==> config.mk <==
export PLATFORM = sky130hd
export DESIGN_NAME = dnsw_ctrl
export DESIGN_NICKNAME = d
export VERILOG_FILES = /design/src/sv/dnsw_pkg.sv /design/src/sv/dnsw_ctrl.sv
export SDC_FILE = /design/constraint.sdc
export NUM_CORES = 1
export LEC_CHECK = 0
export ABC_AREA = 0
export BUFFER_PORTS_ARGS = -buffer_cell sky130_fd_sc_hd__buf_4
export CORE_AREA = 2 2 39 41
export DETAILED_ROUTE_END_ITERATION = 6
export DIE_AREA = 0 0 41 43
export PLACE_DENSITY = 0.53
export SLEW_MARGIN = 15
export SYNTH_ARGS = -nofsm -noshare
export SYNTH_HDL_FRONTEND = slang
export SYNTH_SLANG_ARGS = --single-unit
==> constraint.sdc <==
create_clock -name clk_i -period 1.7 [get_ports clk_i]
set_input_delay 0.255 -clock clk_i [delete_from_list [all_inputs] [get_ports clk_i]]
set_output_delay 0.255 -clock clk_i [all_outputs]
set_load 0.1 [all_outputs]
==> src/sv/dnsw_pkg.sv <==
// ----------------------------------------------------------------------------
// dnsw_pkg
// Shared types and constants of the dns name length walker: controller
// commands, datapath status flags and field widths.
// ----------------------------------------------------------------------------
`default_nettype none

package dnsw_pkg;

  localparam int unsigned CUR_W  = 14;  // cursor and pointer offset width
  localparam int unsigned LEN_W  = 13;  // packet length and parsed length width
  localparam int unsigned TEXT_W = 16;  // dotted name length width
  localparam int unsigned POS_W  = 12;

  localparam logic [7:0] PTR_MARK = 8'hc0;

  localparam logic CMD_WRITE   = 1'b0;
  localparam logic CMD_MEASURE = 1'b1;

  localparam logic STATUS_OK  = 1'b0;
  localparam logic STATUS_BAD = 1'b1;

  // controller to datapath
  typedef struct packed {
    logic write;      // store one packet byte
    logic load;       // start a measure: cursor, length, counters
    logic byte_seen;  // label byte is on the read data, settle pending dot
    logic zero;       // terminating zero taken
    logic label;      // label taken, step over it
    logic ptr_hi;     // first pointer byte taken, read the second
    logic hop;        // follow the pointer
    logic out_load;   // capture the result
    logic out_bad;    // result is a bad name
  } ctrl_cmd_t;

  // datapath to controller
  typedef struct packed {
    logic start_bad;     // cursor at or past packet end
    logic is_zero;
    logic is_ptr;
    logic label_bad;     // label runs past packet end
    logic ptr_edge_bad;  // second pointer byte outside the packet
    logic off_bad;       // pointer target at or past packet end
    logic hops_full;
  } dp_status_t;

endpackage

`default_nettype wire

==> src/sv/dnsw_ctrl.sv <==
// ----------------------------------------------------------------------------
// dnsw_ctrl
// Walk sequencer of the dns name length walker: takes items, steps the
// datapath through labels and pointers, and hands the result to the output.
// ----------------------------------------------------------------------------
`default_nettype none

module dnsw_ctrl (
  input  wire                  clk_i,
  input  wire                  rst_ni,
  input  wire                  in_valid_i,
  input  wire                  in_command_i,
  input  wire                  out_ready_i,
  input  wire dnsw_pkg::dp_status_t sts_i,
  output dnsw_pkg::ctrl_cmd_t  cmd_o,
  output logic                 in_ready_o,
  output logic                 out_valid_o
);

  typedef enum logic [2:0] {
    ST_IDLE,
    ST_READ,
    ST_BYTE,
    ST_PTR,
    ST_FINISH
  } state_e;

  state_e state_q, state_d;
  logic   bad_q, bad_d;
  logic   out_valid_d;
  logic   accept;

  assign in_ready_o = state_q == ST_IDLE;
  assign accept     = in_valid_i && in_ready_o;

  always_comb begin
    state_d     = state_q;
    bad_d       = bad_q;
    out_valid_d = out_valid_o && !out_ready_i;
    cmd_o       = '0;
    unique case (state_q)
      ST_IDLE: begin
        if (accept) begin
          if (in_command_i == dnsw_pkg::CMD_MEASURE) begin
            cmd_o.load = 1'b1;
            state_d    = ST_READ;
          end else begin
            cmd_o.write = 1'b1;
          end
        end
      end
      ST_READ: begin
        if (sts_i.start_bad) begin
          bad_d   = 1'b1;
          state_d = ST_FINISH;
        end else begin
          state_d = ST_BYTE;
        end
      end
      ST_BYTE: begin
        cmd_o.byte_seen = 1'b1;
        priority if (sts_i.is_zero) begin
          cmd_o.zero = 1'b1;
          bad_d      = 1'b0;
          state_d    = ST_FINISH;
        end else if (sts_i.is_ptr) begin
          if (sts_i.ptr_edge_bad) begin
            bad_d   = 1'b1;
            state_d = ST_FINISH;
          end else begin
            cmd_o.ptr_hi = 1'b1;
            state_d      = ST_PTR;
          end
        end else if (sts_i.label_bad) begin
          bad_d   = 1'b1;
          state_d = ST_FINISH;
        end else begin
          cmd_o.label = 1'b1;
          state_d     = ST_READ;
        end
      end
      ST_PTR: begin
        if (sts_i.off_bad || sts_i.hops_full) begin
          bad_d   = 1'b1;
          state_d = ST_FINISH;
        end else begin
          cmd_o.hop = 1'b1;
          state_d   = ST_READ;
        end
      end
      ST_FINISH: begin
        // wait for the output register to drain
        if (!out_valid_o || out_ready_i) begin
          cmd_o.out_load = 1'b1;
          cmd_o.out_bad  = bad_q;
          out_valid_d    = 1'b1;
          state_d        = ST_IDLE;
        end
      end
      default: begin
        state_d = ST_IDLE;
      end
    endcase
  end

  always_ff @(posedge clk_i or negedge rst_ni) begin
    if (!rst_ni) begin
      state_q     <= ST_IDLE;
      bad_q       <= 1'b0;
      out_valid_o <= 1'b0;
    end else begin
      state_q     <= state_d;
      bad_q       <= bad_d;
      out_valid_o <= out_valid_d;
    end
  end

  a_cmd_onehot: assert property (@(posedge clk_i) disable iff (!rst_ni)
    $onehot0({cmd_o.write, cmd_o.load, cmd_o.zero, cmd_o.label, cmd_o.ptr_hi,
              cmd_o.hop, cmd_o.out_load}))
    else $error("more than one datapath command at once");

  a_measure_starts: assert property (@(posedge clk_i) disable iff (!rst_ni)
    accept && in_command_i == dnsw_pkg::CMD_MEASURE |=> state_q == ST_READ)
    else $error("measure item did not start a walk");

  a_ptr_after_byte: assert property (@(posedge clk_i) disable iff (!rst_ni)
    state_q == ST_PTR |-> $past(state_q) == ST_BYTE && $past(cmd_o.ptr_hi))
    else $error("pointer step without a first pointer byte");

  a_load_shows: assert property (@(posedge clk_i) disable iff (!rst_ni)
    cmd_o.out_load |=> out_valid_o && state_q == ST_IDLE)
    else $error("captured result not offered");

endmodule

`default_nettype wire

Word-level counts from Yosys, hierarchy flattened
Cells that the tools add are included.
Word-level totals
  output and inout bits: 11
  bits in registers: 5
  input port bits: 12
  word-level logic and storage cells: 58
Cells by class
  mux-type cells: 34
  reductions and logical operators: 10
  eq/ne operators: 11
Operators by type and width (count)
  $mux W3: 9
  $mux W1: 17
  $pmux W3 S5: 1
  $mux W2: 5
  $ne A2 B2 Y1 const B: 4
  $ne A4 B4 Y1 const B: 2
  $eq A3 B2 Y1 const B: 2
  $reduce_and A5 Y1: 1
  $mux W4: 1
  $eq A3 B1 Y1 const B: 1
  $eq A3 B3 Y1 const B: 1
  $logic_not A3 Y1: 1
  $pmux W1 S3: 1
  $reduce_and A3 Y1: 1
  $reduce_bool A3 Y1: 1
  $logic_and A1 B1 Y1: 2
  $logic_not A1 Y1: 2
  $logic_or A1 B1 Y1: 2
  $ne A2 B1 Y1 const B: 1

Longest topological paths before layout
  depth after elaboration: 4
  gate-level depth with buffers: 4
  depth with buffers taken out: 4

Worst setup path after synthesis
No wires, ideal clock.
  kind: reg-to-output
  start: register state_q[0]
  end: output port cmd_o[8] (netlist name)
  cell stages (with the launch flop): 4
  data arrival time: 4.064 ns
  required time: 1.445 ns
  buffers on the path: 0
  setup slack: -2.619 ns
  path through: dfrtp_1 > nor3_1 > nand2_1 > nor2_1
RTL lines
  start, declared: RTL line dnsw_ctrl.sv:28  | state_e state_q, state_d;
  start signal, assigned: RTL line dnsw_ctrl.sv:112  | state_q <= state_d;
  end, declared: RTL line dnsw_ctrl.sv:15  | output dnsw_pkg::ctrl_cmd_t cmd_o,

==> Implementation_results.wiki <==
{| class="wikitable"
! Metric !! Value
|-
| Maximum number of pins on one net before global-route repair || 9
|-
| Number of iterations in the first detailed-routing pass || 4
|-
| GRT Overall Usage || 13.20%
|-
| Number of nets in the final layout || 82
|-
| Via count || 417
|-
| Total grt overflow || 0
|-
| Flop-to-flop setup slack || 0.22 ns
|-
| Growth of design area from synthesis to finish || 123.1%
|-
| MaxCap Viol Count || 0
|-
| Worst flop-to-flop path endpoint || bad_q$_DFFE_PN0P_
|-
| RSZ-0062 raised after global routing || yes
|-
| TritonCTS Sinks || 5
|-
| Tmin final || 1.874 ns
|-
| Dpl cells || 78
|-
| Failing checks || negative setup slack
|-
| Highest net fanout along the worst path || 2
|-
| Initial cell density of the core || 24.23%
|-
| Proportion of layout cells with a drive suffix above 1 || 71.01%
|-
| Total number of yosys warnings || 0
|-
| Number of global-route vias before repair || 398
|-
| Count of input and output buffers || 22
|-
| Routed length per placed instance || 11.31 um
|-
| Synthesized area || 335.3 um2
|-
| Skew-Pair Late Insertion Delay || 0.25 ns
|-
| Non-filler cells in the finished layout || 85
|-
| Arrival @ worst endpoint || 1.62 ns
|-
| Final hold violations || 0
|-
| Num CTS Buffers || 3
|-
| FF-to-FF path depth || 4
|-
| Start-to-end type of the worst setup path || flop to output port
|-
| Number of design-rule violations left by the first detailed-router iteration || 7
|-
| Flops & latches, synth || 5
|-
| Area share of the largest cell type after synthesis || 37.31%
|-
| Num ports || 23
|-
| Run status || finished, violations left
|-
| Worst Hold Path EP || out_valid_o$_DFF_PN0_
|-
| Leakage power total || 0.3408 nW
|-
| First-pass GRT wire length || 1.483 mm
|-
| Leading area contributor after synthesis || sky130_fd_sc_hd__dfrtp_1
|-
| Antenna diode count || 0
|-
| Peak VDD IR || 0.4180 mV
|-
| H-tree levels || 1
|-
| Average via count per standard cell || 4.906
|-
| Min-delay src || out_ready_i
|-
| Setup WS post-layout || -0.1740 ns
|-
| Seq/Total Area, Yosys || 37.31%
|-
| Launching element type of the critical path || flop
|-
| Design Power || 0.8006 mW
|-
| Slowest cell on crit path || sky130_fd_sc_hd__or3b_4
|-
| Post-DP HPWL || 722.6 um
|-
| Share of the clock period used by the worst path after layout || 110.2%
|-
| Top area cells in the synthesized netlist || sky130_fd_sc_hd__dfrtp_1, sky130_fd_sc_hd__nor4b_4, sky130_fd_sc_hd__or4b_1
|-
| Number of rows in the core area || 14
|-
| F_max || 0.5336 GHz
|-
| Die outline area || 0.001763 mm2
|-
| Share of synthesized registers carrying an async set or reset || 100.0%
|-
| Biggest cell delay along the critical path || 0.42 ns
|-
| Library cell used as clock root buffer || sky130_fd_sc_hd__clkbuf_4
|-
| Clock transition at the registers of the reported paths || 0.05 ns
|-
| Number of different library cells in the post-synthesis netlist || 22
|-
| Minimum setup slack after placement || 0.05230 ns
|-
| Prevailing post-synth register cell || sky130_fd_sc_hd__dfrtp_1
|-
| Placer's final routability congestion estimate || 0.7290
|-
| Max_slew headroom || 81.62%
|-
| Hold WS || 0.3151 ns
|-
| TritonCTS clock tree || yes
|-
| Path category of the worst min-delay check || primary input to flop
|-
| Number of remaining DRC errors || 0
|-
| Die width || 41 um
|-
| Kind of end point of the critical path || output port
|-
| Maximum buffer depth of the clock tree || 2
|-
| Most frequently used cell type in the post-synthesis netlist || sky130_fd_sc_hd__dfrtp_1
|-
| Vertical die dimension || 43 um
|-
| Power density relative to cell area || 1070 mW/mm2
|-
| Number of endpoints failing setup at the final stage || 4
|-
| Number of antenna-violating nets in the routed design || 0
|-
| Number of synthesized flops with an enable pin || 0
|-
| Max-slew violation count || 0
|-
| Worst hold path stage count || 3
|-
| Post-synthesis net count || 48
|-
| Antenna violations before repair || 0
|-
| Synthesized area per cell || 9.315 um2
|-
| Final WL || 961 um
|-
| Top cells by instance count after synthesis || sky130_fd_sc_hd__dfrtp_1, sky130_fd_sc_hd__nand2_1, sky130_fd_sc_hd__nor2_1
|-
| Critical Path RT || 1.44 ns
|-
| Least-Margin Pin Slew || 0.2780 ns
|-
| Cell-by-cell listing of the critical path || or3b_4 -> nor4b_4 -> buf_6
|-
| Final-layout fill cell count || 127
|-
| Synthesized instance count || 36
|-
| Area of the core region || 0.001384 mm2
|-
| Worst reg2reg path startpoint || state_q[1]$_DFFE_PN0P_
|-
| Clock skew || 0.005794 ns
|}
-- kinds of logic after synthesis --
family	share of synthesized area, %
buffers and inverters	3.358
flip-flops	37.31
multiplexers	4.476
AND/OR/NAND/NOR	44.78
AO/OA/AOI/OAI	10.07
-- per-stage QoR --
stage,instance area [um2],util [%],TNS (ns)
2_1_floorplan,396.6,-,-3.262
3_3_place_gp,611.8,44.21,0
3_5_place_dp,611.8,44.21,0
4_1_cts,690.7,49.91,-0.2694
5_1_grt,748.2,54.07,-0.6808
6_report,748.2,54.07,-0.5032
-- worst max-delay path, delay by kind of cell, from the launching register on --
family,cells,cell delay (ns)
and+or+nand+nor,2,0.72
DFF,1,0.39
buffers and inverters,1,0.27
-- area by class of cell --
cell class | count | area, um2 | share of cell area (%)
repair buffers | 29 | 296.5 | 39.63
multi-input cells | 28 | 264.0 | 35.28
flip-flops and latches | 5 | 128.9 | 17.22
clock buffers | 4 | 26.28 | 3.512
well taps | 16 | 20.02 | 2.676
inverters | 3 | 12.51 | 1.672
-- report_power, final --
part	internal, mW	leakage [nW]	switching (mW)
registers	0.147	0.0589	0.0133
logic	0.165	0.267	0.333
clock network	0.0890	0.0150	0.0533
-- routing by layer --
metal	up-vias	wire (um)	track usage [%]	share of wire (%)
li1	203	-	-	-
met1	195	387	14.33	40
met2	16	500	19.69	52
met3	3	48	3.141	5.0
met4	0	24	12.00	2.5
met5	-	0	0	0
-- cell usage in the layout (no fill, tap or decap), types with 2 or more instances in the layout --
cell                       instances
sky130_fd_sc_hd__dfrtp_1           2
sky130_fd_sc_hd__dfrtp_2           3
sky130_fd_sc_hd__and2_4            2
sky130_fd_sc_hd__buf_4            18
sky130_fd_sc_hd__clkbuf_4          3
sky130_fd_sc_hd__or4b_1            2
sky130_fd_sc_hd__nor3_4            2
sky130_fd_sc_hd__inv_1             2
sky130_fd_sc_hd__nand2_1           2
sky130_fd_sc_hd__nand3_1           2
sky130_fd_sc_hd__buf_6             5
sky130_fd_sc_hd__and3_4            2
sky130_fd_sc_hd__buf_12            4
-- flip-flops by register name, indices dropped and copies added, names as in the netlist --
register	count
state_q	3
bad_q	1
out_valid_o	1
-- worst max path at each step --
stage | start | to | slack [ns] | depth (start not counted)
finish | state_q[2]$_DFFE_PN0P_ | cmd_o[3] | -0.17 | 3
global route | state_q[2]$_DFFE_PN0P_ | cmd_o[3] | -0.23 | 3
CTS | state_q[0]$_DFFE_PN0P_ | cmd_o[3] | -0.18 | 3
detailed placement | state_q[0]$_DFFE_PN0P_ | cmd_o[3] | 0.05 | 3
global placement | state_q[0]$_DFFE_PN0P_ | cmd_o[3] | 0.05 | 3
floorplan | state_q[2]$_DFFE_PN0P_ | cmd_o[8] | -0.56 | 3
-- repair_timing --
| action | 4_1_cts | 5_1_grt |
|---|---|---|
| buffers inserted | 0 | 2 |
| setup endpoints to repair | 6 | 9 |
| resized for setup | 11 | 11 |
| hold buffers | 1 | 0 |
| pin swaps | 1 | 5 |
| hold endpoints to repair | 5 | 0 |
(Power assumes the default switching activity.)
